### src/rtl/dd_odo_pkg.sv
package dd_odo_pkg;

  // encoder counter width
  localparam int ENC_BITS = 16;

  typedef logic [ENC_BITS-1:0] enc_t;

  // register indexes, taken from paddr[2]
  localparam logic REG_MM_PER_TICK  = 1'b0;
  localparam logic REG_ANGLE_PER_MM = 1'b1;

  localparam logic [23:0] MM_PER_TICK_RST  = 24'd65536;
  localparam logic [23:0] ANGLE_PER_MM_RST = 24'd65536;

  // rotation unit
  localparam int CORDIC_ITERS = 16;
  localparam logic signed [32:0] CORDIC_START_X = 33'sd652032874;
  localparam logic signed [15:0] QUARTER_TURN   = 16'sd16384;

  typedef enum logic [3:0] {
    ST_IDLE,
    ST_MUL_L,
    ST_MUL_R,
    ST_SUM,
    ST_TURN_LO,
    ST_TURN_HI,
    ST_ROTATE,
    ST_MUL_X,
    ST_MUL_Y,
    ST_DONE,
    ST_OUT
  } state_t;

  typedef enum logic [2:0] {
    MS_LEFT,
    MS_RIGHT,
    MS_TURN_LO,
    MS_TURN_HI,
    MS_SIN,
    MS_COS
  } mul_sel_t;

  // atan(2^-i) in units of 2^32 per turn
  function automatic logic [29:0] atan_units(input logic [3:0] i);
    logic [29:0] a;
    case (i)
      4'd0:    a = 30'd536870912;
      4'd1:    a = 30'd316933406;
      4'd2:    a = 30'd167458907;
      4'd3:    a = 30'd85004756;
      4'd4:    a = 30'd42667331;
      4'd5:    a = 30'd21354465;
      4'd6:    a = 30'd10680094;
      4'd7:    a = 30'd5340245;
      4'd8:    a = 30'd2670163;
      4'd9:    a = 30'd1335087;
      4'd10:   a = 30'd667544;
      4'd11:   a = 30'd333772;
      4'd12:   a = 30'd166886;
      4'd13:   a = 30'd83443;
      4'd14:   a = 30'd41721;
      4'd15:   a = 30'd20861;
      default: a = 30'd0;
    endcase
    return a;
  endfunction

  function automatic logic signed [15:0] sat16(input logic signed [32:0] v);
    logic signed [15:0] r;
    if (v > 33'sd32767) r = 16'sh7fff;
    else if (v < -33'sd32768) r = 16'sh8000;
    else r = 16'(v);
    return r;
  endfunction

  function automatic logic signed [31:0] sat32(input logic signed [40:0] v);
    logic signed [31:0] r;
    if (v > 41'sd2147483647) r = 32'sh7fffffff;
    else if (v < -41'sd2147483648) r = 32'sh80000000;
    else r = 32'(v);
    return r;
  endfunction

endpackage

### src/rtl/differential_drive_odometry.sv
// channel   direction  handshake              payload
// input     in         in_valid / in_ready    left_count, right_count
// result    out        out_valid / out_ready  pos_x, pos_y, heading, left_delta, right_delta
// config    in         apb write / read       mm_per_tick (0x0), angle_per_mm (0x4)
//
// requests are not overlapped; the sequencer is busy from acceptance until it returns to idle:
// a 33x33 multiplier shared over six products plus a 16-step cordic loop
// the result sits in an output register, so a new request is taken while it waits;
// a stall at the output holds the sequencer in its final state until the register frees
// synchronous reset clears state, position, heading and counter history; no clearing pass
module differential_drive_odometry (
  input  logic               clk,
  input  logic               rst,
  // input requests
  input  logic               in_valid,
  output logic               in_ready,
  input  logic        [15:0] left_count,
  input  logic        [15:0] right_count,
  // results
  output logic               out_valid,
  input  logic               out_ready,
  output logic signed [31:0] pos_x,
  output logic signed [31:0] pos_y,
  output logic        [15:0] heading,
  output logic signed [15:0] left_delta,
  output logic signed [15:0] right_delta,
  // configuration
  input  logic               psel,
  input  logic               penable,
  input  logic               pwrite,
  input  logic        [2:0]  paddr,
  input  logic        [31:0] pwdata,
  output logic        [31:0] prdata,
  output logic               pready
);

  dd_odo_pkg::state_t   state, state_next;
  dd_odo_pkg::mul_sel_t mul_sel;
  logic                 rot_en;
  logic                 out_load;
  logic                 accept;

  // configuration registers
  logic [23:0] mm_per_tick;
  logic [23:0] angle_per_mm;

  // architectural state
  dd_odo_pkg::enc_t   prev_left, prev_right;
  logic signed [31:0] acc_x, acc_y;
  logic        [15:0] acc_heading;

  // per-request working registers
  logic signed [15:0] dl, dr;
  logic signed [39:0] sl, sr;
  logic signed [31:0] ds;
  logic signed [32:0] ds_op;
  logic        [47:0] turn_lo;
  logic               flip;
  logic        [3:0]  iter;

  // cordic vector and residual angle
  logic signed [32:0] cx, cy;
  logic signed [33:0] cz;

  // shared multiplier
  logic signed [32:0] mul_a, mul_b;
  logic signed [65:0] mul_p;
  logic signed [65:0] prod;

  // ---------------------------------------------------------------------------
  // apb port: always ready, address bit 2 picks the register
  // ---------------------------------------------------------------------------
  assign pready = 1'b1;

  always_comb begin
    case (paddr[2])
      dd_odo_pkg::REG_MM_PER_TICK:  prdata = {8'h00, mm_per_tick};
      dd_odo_pkg::REG_ANGLE_PER_MM: prdata = {8'h00, angle_per_mm};
      default:                      prdata = 32'h0;
    endcase
  end

  always_ff @(posedge clk) begin
    if (rst) begin
      mm_per_tick  <= dd_odo_pkg::MM_PER_TICK_RST;
      angle_per_mm <= dd_odo_pkg::ANGLE_PER_MM_RST;
    end else if (psel && penable && pwrite && pready) begin
      case (paddr[2])
        dd_odo_pkg::REG_MM_PER_TICK:  mm_per_tick  <= pwdata[23:0];
        dd_odo_pkg::REG_ANGLE_PER_MM: angle_per_mm <= pwdata[23:0];
        default: ;
      endcase
    end
  end

  // ---------------------------------------------------------------------------
  // sequencer
  // ---------------------------------------------------------------------------
  always_comb begin
    state_next = state;
    case (state)
      dd_odo_pkg::ST_IDLE:    if (in_valid) state_next = dd_odo_pkg::ST_MUL_L;
      dd_odo_pkg::ST_MUL_L:   state_next = dd_odo_pkg::ST_MUL_R;
      dd_odo_pkg::ST_MUL_R:   state_next = dd_odo_pkg::ST_SUM;
      dd_odo_pkg::ST_SUM:     state_next = dd_odo_pkg::ST_TURN_LO;
      dd_odo_pkg::ST_TURN_LO: state_next = dd_odo_pkg::ST_TURN_HI;
      dd_odo_pkg::ST_TURN_HI: state_next = dd_odo_pkg::ST_ROTATE;
      dd_odo_pkg::ST_ROTATE: begin
        if (iter == 4'(dd_odo_pkg::CORDIC_ITERS - 1)) state_next = dd_odo_pkg::ST_MUL_X;
      end
      dd_odo_pkg::ST_MUL_X:   state_next = dd_odo_pkg::ST_MUL_Y;
      dd_odo_pkg::ST_MUL_Y:   state_next = dd_odo_pkg::ST_DONE;
      dd_odo_pkg::ST_DONE:    state_next = dd_odo_pkg::ST_OUT;
      dd_odo_pkg::ST_OUT:     if (!out_valid || out_ready) state_next = dd_odo_pkg::ST_IDLE;
      default:                state_next = dd_odo_pkg::ST_IDLE;
    endcase
  end

  // control decode
  always_comb begin
    in_ready = 1'b0;
    rot_en   = 1'b0;
    out_load = 1'b0;
    mul_sel  = dd_odo_pkg::MS_LEFT;
    case (state)
      dd_odo_pkg::ST_IDLE:    in_ready = 1'b1;
      dd_odo_pkg::ST_MUL_L:   mul_sel  = dd_odo_pkg::MS_LEFT;
      dd_odo_pkg::ST_MUL_R:   mul_sel  = dd_odo_pkg::MS_RIGHT;
      dd_odo_pkg::ST_TURN_LO: mul_sel  = dd_odo_pkg::MS_TURN_LO;
      dd_odo_pkg::ST_TURN_HI: mul_sel  = dd_odo_pkg::MS_TURN_HI;
      dd_odo_pkg::ST_ROTATE:  rot_en   = 1'b1;
      dd_odo_pkg::ST_MUL_X:   mul_sel  = dd_odo_pkg::MS_SIN;
      dd_odo_pkg::ST_MUL_Y:   mul_sel  = dd_odo_pkg::MS_COS;
      dd_odo_pkg::ST_OUT:     out_load = !out_valid || out_ready;
      default: ;
    endcase
  end

  assign accept = in_valid && in_ready;

  always_ff @(posedge clk) begin
    if (rst) state <= dd_odo_pkg::ST_IDLE;
    else     state <= state_next;
  end

  // ---------------------------------------------------------------------------
  // tick deltas: wrapped difference read as signed, then held to 16 bits
  // ---------------------------------------------------------------------------
  dd_odo_pkg::enc_t cur_left, cur_right, diff_left, diff_right;

  assign cur_left   = dd_odo_pkg::enc_t'(left_count);
  assign cur_right  = dd_odo_pkg::enc_t'(right_count);
  assign diff_left  = cur_left - prev_left;
  assign diff_right = cur_right - prev_right;

  // heading folded into +-quarter turn; for the far half the travel is negated afterwards
  logic signed [15:0] hs, hs_red;
  logic               hs_far;

  assign hs     = $signed(acc_heading);
  assign hs_far = (hs > dd_odo_pkg::QUARTER_TURN) || (hs < -dd_odo_pkg::QUARTER_TURN);
  assign hs_red = hs_far ? (hs ^ 16'sh8000) : hs;

  always_ff @(posedge clk) begin
    if (rst) begin
      prev_left  <= '0;
      prev_right <= '0;
    end else if (accept) begin
      prev_left  <= cur_left;
      prev_right <= cur_right;
    end
  end

  always_ff @(posedge clk) begin
    if (accept) begin
      dl   <= dd_odo_pkg::sat16(33'($signed(diff_left)));
      dr   <= dd_odo_pkg::sat16(33'($signed(diff_right)));
      flip <= hs_far;
    end
  end

  // ---------------------------------------------------------------------------
  // shared multiplier, product registered before use
  // ---------------------------------------------------------------------------
  logic signed [47:0] turn_arg;
  logic        [47:0] turn_sum;
  logic signed [40:0] travel_sum;

  // right minus left travel, modulo 2^48 is all the heading needs
  assign turn_arg   = 48'(sr) - 48'(sl);
  assign travel_sum = 41'(sl) + 41'(sr);
  assign turn_sum   = turn_lo + {prod[23:0], 24'h0};

  always_comb begin
    case (mul_sel)
      dd_odo_pkg::MS_LEFT: begin
        mul_a = 33'(dl);
        mul_b = $signed({9'h0, mm_per_tick});
      end
      dd_odo_pkg::MS_RIGHT: begin
        mul_a = 33'(dr);
        mul_b = $signed({9'h0, mm_per_tick});
      end
      dd_odo_pkg::MS_TURN_LO: begin
        mul_a = $signed({9'h0, turn_arg[23:0]});
        mul_b = $signed({9'h0, angle_per_mm});
      end
      dd_odo_pkg::MS_TURN_HI: begin
        mul_a = $signed({9'h0, turn_arg[47:24]});
        mul_b = $signed({9'h0, angle_per_mm});
      end
      dd_odo_pkg::MS_SIN: begin
        mul_a = ds_op;
        mul_b = cy;
      end
      dd_odo_pkg::MS_COS: begin
        mul_a = ds_op;
        mul_b = cx;
      end
      default: begin
        mul_a = '0;
        mul_b = '0;
      end
    endcase
  end

  assign mul_p = mul_a * mul_b;

  always_ff @(posedge clk) begin
    prod <= mul_p;
  end

  // each product is taken up in the state after the one that issues it
  always_ff @(posedge clk) begin
    case (state)
      dd_odo_pkg::ST_MUL_R:   sl <= prod[39:0];
      dd_odo_pkg::ST_SUM:     sr <= prod[39:0];
      // mean travel, floored, held to 32 bits
      dd_odo_pkg::ST_TURN_LO: ds <= dd_odo_pkg::sat32(41'($signed(travel_sum[40:1])));
      dd_odo_pkg::ST_TURN_HI: turn_lo <= prod[47:0];
      default: ;
    endcase
    // far half: negate the travel instead of the sine and cosine
    if (rot_en && iter == 4'd0) ds_op <= flip ? -33'(ds) : 33'(ds);
  end

  // ---------------------------------------------------------------------------
  // pose accumulators
  // ---------------------------------------------------------------------------
  logic signed [40:0] step_sum_x, step_sum_y;

  assign step_sum_x = 41'(acc_x) + 41'($signed(prod[65:30]));
  assign step_sum_y = 41'(acc_y) + 41'($signed(prod[65:30]));

  always_ff @(posedge clk) begin
    if (rst) begin
      acc_x       <= '0;
      acc_y       <= '0;
      acc_heading <= '0;
    end else begin
      // heading moves by the upper turn bits once both halves are in
      if (rot_en && iter == 4'd0) acc_heading <= acc_heading + turn_sum[47:32];
      if (state == dd_odo_pkg::ST_MUL_Y) acc_x <= dd_odo_pkg::sat32(step_sum_x);
      if (state == dd_odo_pkg::ST_DONE)  acc_y <= dd_odo_pkg::sat32(step_sum_y);
    end
  end

  // ---------------------------------------------------------------------------
  // cordic rotation, one micro-rotation a cycle; set up at acceptance from
  // the heading as it was before this request
  // ---------------------------------------------------------------------------
  logic signed [32:0] cx_sh, cy_sh;
  logic signed [33:0] atan_step;

  assign cx_sh     = cx >>> iter;
  assign cy_sh     = cy >>> iter;
  assign atan_step = $signed(34'(dd_odo_pkg::atan_units(iter)));

  always_ff @(posedge clk) begin
    if (accept) begin
      cx <= dd_odo_pkg::CORDIC_START_X;
      cy <= '0;
      cz <= 34'($signed({hs_red, 16'h0}));
    end else if (rot_en) begin
      if (cz >= 0) begin
        cx <= cx - cy_sh;
        cy <= cy + cx_sh;
        cz <= cz - atan_step;
      end else begin
        cx <= cx + cy_sh;
        cy <= cy - cx_sh;
        cz <= cz + atan_step;
      end
    end
  end

  always_ff @(posedge clk) begin
    if (rst)         iter <= '0;
    else if (accept) iter <= '0;
    else if (rot_en) iter <= iter + 4'd1;
  end

  // ---------------------------------------------------------------------------
  // output register
  // ---------------------------------------------------------------------------
  always_ff @(posedge clk) begin
    if (rst) begin
      out_valid <= 1'b0;
    end else if (out_load) begin
      out_valid <= 1'b1;
    end else if (out_ready) begin
      out_valid <= 1'b0;
    end
  end

  always_ff @(posedge clk) begin
    if (out_load) begin
      pos_x       <= acc_x;
      pos_y       <= acc_y;
      heading     <= acc_heading;
      left_delta  <= dl;
      right_delta <= dr;
    end
  end

  // ---------------------------------------------------------------------------
  // assertions
  // ---------------------------------------------------------------------------
  a_busy_after_accept: assert property (@(posedge clk) disable iff (rst)
    accept |=> !in_ready)
    else $error("input taken while a request is in flight");

  a_rotate_length: assert property (@(posedge clk) disable iff (rst)
    (state == dd_odo_pkg::ST_ROTATE && iter == 4'(dd_odo_pkg::CORDIC_ITERS - 1))
      |=> state == dd_odo_pkg::ST_MUL_X)
    else $error("rotation loop did not end after its last step");

  a_result_source: assert property (@(posedge clk) disable iff (rst)
    $rose(out_valid) |-> $past(state) == dd_odo_pkg::ST_OUT)
    else $error("result shown outside the final state");

  a_heading_update: assert property (@(posedge clk) disable iff (rst)
    !$stable(acc_heading) |-> ($past(rst) || $past(state) == dd_odo_pkg::ST_ROTATE))
    else $error("heading changed outside its update step");

  a_prev_hold: assert property (@(posedge clk) disable iff (rst)
    !$past(accept) && !$past(rst) |-> $stable(prev_left) && $stable(prev_right))
    else $error("counter history changed without a request");

endmodule

### config.mk
export PLATFORM = sky130hd
export DESIGN_NAME = differential_drive_odometry
export DESIGN_NICKNAME = d
export VERILOG_FILES = /design/src/rtl/dd_odo_pkg.sv /design/src/rtl/differential_drive_odometry.sv
export SDC_FILE = /design/constraint.sdc
export NUM_CORES = 2
export LEC_CHECK = 0
export BUFFER_PORTS_ARGS = -buffer_cell sky130_fd_sc_hd__buf_4
export CAP_MARGIN = 30
export CELL_PAD_IN_SITES_DETAIL_PLACEMENT = 1
export CELL_PAD_IN_SITES_GLOBAL_PLACEMENT = 2
export CORE_MARGIN = 2
export CORE_UTILIZATION = 40
export CTS_BUF_LIST = sky130_fd_sc_hd__clkbuf_4
export DETAILED_ROUTE_END_ITERATION = 10
export GPL_TIMING_DRIVEN = 0
export PLACE_DENSITY_LB_ADDON = 0.1
export SETUP_SLACK_MARGIN = 0.1
export SLEW_MARGIN = 20
export SYNTH_ARGS = -nofsm -noshare
export SYNTH_HDL_FRONTEND = slang
export SYNTH_SLANG_ARGS = --single-unit
### constraint.sdc
create_clock -name clk -period 12.6 [get_ports clk]
set_input_delay 2.52 -clock clk [delete_from_list [all_inputs] [get_ports clk]]
set_output_delay 2.52 -clock clk [all_outputs]
set_load 0.01 [all_outputs]
==> impl_metrics.toml <==
[outcome]
status = "finished clean"

[power_and_ir_drop]
swShare_pct = 50.25
intPower_w = 0.005935
p_per_area_nw_per_um2 = 129.9
p_leak_nw = 41.42
p_comb_share_pct = 56.7
p_seq_share_pct = 24.3
p_switching_w = 0.005996
power.share.clock_pct = 18.9
ir_worst_vdd_v = 0.00009512

[placed_design]
hpwl_um = 315600
gp_congestion = 1.015
port_buffers = 200
dp.cells = 12070

[synth]
syn_inst = 9065
yosysSeqAreaShare_pct = 20.60
ys_types = 106
synth_edf_count = 332
avgSynthCellArea_um2 = 9.058
syn-cell-area_um2 = 82110
ys_ff_latch = 679
yosysWarnings = 0
synth_flop_cell = "dfxtp_1"
async_reset_ff_share_pct = 0

[timing]
setup_viol = 0
worstMarginPinSlew_ns = 1.289
rsz0062_at_grt = "false"
holdWs_ns = 0.4452
fmax_mhz = 82.46
setup_tns_ns = 0
finalHoldViolations = 0
fin_skew_ns = 0.1077
fin_crit_ns = 12.13
maxSlewHeadroom_pct = 14.07
period_share_pct = 96.25
maxSlewViolCount = 0

[setup_path]
critPathMaxFanout = 9
arrival_ns = 13.35
crit_required_ns = 13.82
cp-end-kind = "register"
critPathMostFrequentCell = "fa_1"
critical_path.slowest_cell = "fa_1"
criticalPathCategory = "reg -> reg"
slowest_delay_ns = 0.64
start_kind = "register"

[clock_network]
cts_max_level = 4
cts_tree = "done"
cts_sinks = 679
clk_latency_ns = 1.32
cts_buffers = 201
cts-root-buf = "clkbuf_4"
cts_buffer_depth = 3
cts.clk_slew.worst_paths_ns = 0.08

[route]
num_vias = 70320
ant_nets = 0
detail_route.wl_per_cell_um = 29.74
via_per_inst = 5.637
wirelength_um = 371000
drcViolationCount = 0
drt_iter0_drc = 5730
firstDrtPassIters = 8

[global_routing]
grt_overflow_total = 0
grt_pass1_vias = 75270
grt_util_all_layers_pct = 35.70
grt_max_degree = 43
grt_pass1_wl_um = 537000
antenna_found_initial = 28

[floorplan]
die_width_um = 457.1
die_area_um2 = 208900
dieHeight_um = 457.1
initial_utilization_pct = 40.18
io_pins = 221
core_area_um2 = 204400
placementRows = 166

[cells_and_area]
fin_nets = 11370
area_growth_pct = 11.86
fin_cells = 12480
drive_gt1_share_pct = 10.20

[hold_path]
hold_path.class = "reg -> reg"

[job]
maxCapViolCount = 0
-- area by class of cell --
cell class                 count  area (um2)
antenna                       26       65.06
buffer                       405        1778
clock buffer                 300        2252
clock inverter                71       389.1
fill                       23800      112500
inverter                    1395        5240
multi-input combinational   6582       58680
sequential                   679       16920
tap                         2688        3363
timing repair buffer         329        3172
-- through the flow --
step / util, % / setup WS, ns / instance area (um2) / power (W)
final: 44.94 / 0.4724 / 91850 / 0.01193
after global routing: 44.92 / 0.08748 / 91810 / 0.01269
after CTS: 44.79 / 0.04239 / 91530 / 0.01186
after detailed placement: 43.40 / -1.561 / 88710 / 0.009458
after floorplan: - / 2.184 / 82140 / 0.006590
after global placement: 42.57 / -2.594 / 87000 / 0.009242
-- sequential cells by signal (all words and copies together), names as in the netlist, 33 cells and up --
register and count:
prod 66, sl 40, sr 40, cz 34, cx 33, cy 33
ds_op 33
-- critical path: cells and delay by family (launching register included) --
family | cells | cell delay (ns)
fa+ha+maj | 10 | 4.68
compound gates | 18 | 3.86
buf+inv | 13 | 2.15
simple gates | 5 | 0.79
flops | 1 | 0.40
xor+xnor | 1 | 0.16
-- cell usage in the layout, fill, tap and decap left out, types with 56 or more instances in the layout --
master and instances:
a21oi_1 508, fa_1 1152, a211oi_1 102, clkbuf_1 290
xnor2_1 282, nor2b_1 56, ha_1 546, o21ai_0 299
nand2b_1 74, xor2_1 165, nor3_1 76, dfxtp_1 347
a21o_1 151, nor2_1 714, o21bai_1 70, buf_4 239
mux4_2 62, nand2_1 1344, clkbuf_4 307, inv_1 1385
edfxtp_1 332, buf_6 62, nand3_1 74
-- metal layers --
layer  vias to the layer above  GRT usage [%]  part of all wire [%]
met5                         -              0                 0.016
met4                        10          17.04                   5.3
met3                       607          8.066                   8.5
met2                      2648          54.09                    44
met1                     36340          48.27                    42
li1                      30720              -                     -
-- cells in the mapped netlist (all sizes together), types with 44 or more instances --
cell    number  area, um2
a211oi     107      818.3
a21o       153       1149
a21oi      522       2628
and2        52      325.3
buf         82      476.7
clkbuf     334       1257
dfxtp      347       6947
edfxtp     332       9970
fa        1155      23120
ha         546       6832
inv       1390       5218
mux2        66      747.0
mux2i       54      594.3
mux4        65       1475
nand2     1345       5051
nand2b      75      471.7
nand3       75      380.4
nand4       49      306.5
nor2       719       2699
nor2b       56      350.3
nor3        81      421.7
o21a        44      330.3
o21ai      361       1810
o21bai      70      525.5
o31ai       47      352.8
xnor2      288       2530
xor2       165       1445
-- timing repair --
action                                  CTS  global route
setup buffers                             4             3
hold buffers                              0             0
endpoints found under the setup margin   28            19
endpoints found under the hold margin     0             0
pin swaps                                 2             3
gates resized for setup                  47            44
-- power groups by stage --
stage	Sequential, W	Clock [W]	Combinational (W)
floorplan	0.00270	0	0.00389
global placement	0.00295	0	0.00629
detailed placement	0.00295	0	0.00651
CTS	0.00290	0.00232	0.00664
global route	0.00290	0.00243	0.00735
finish	0.00290	0.00226	0.00677
-- logic make-up after synthesis --
family / synth area share (%)
multiplexers: 3.430
AND/OR/NAND/NOR: 13.80
buffers and inverters: 8.489
flip-flops: 20.60
adder cells (fa/ha/maj): 36.48
other: 0.009146
AO/OA/AOI/OAI: 12.35
XOR/XNOR: 4.841
-- final timing paths --
kind,start,to,slack [ns],cells after the start
worst max-delay path,sl[13],prod[59],0.47,47
worst min-delay path,acc_x[23],pos_x[23],0.45,0
worst max register to register,sl[13],prod[59],0.47,47
worst min register to register,acc_x[23],pos_x[23],0.45,0
Power figures use the tool's default switching activity.
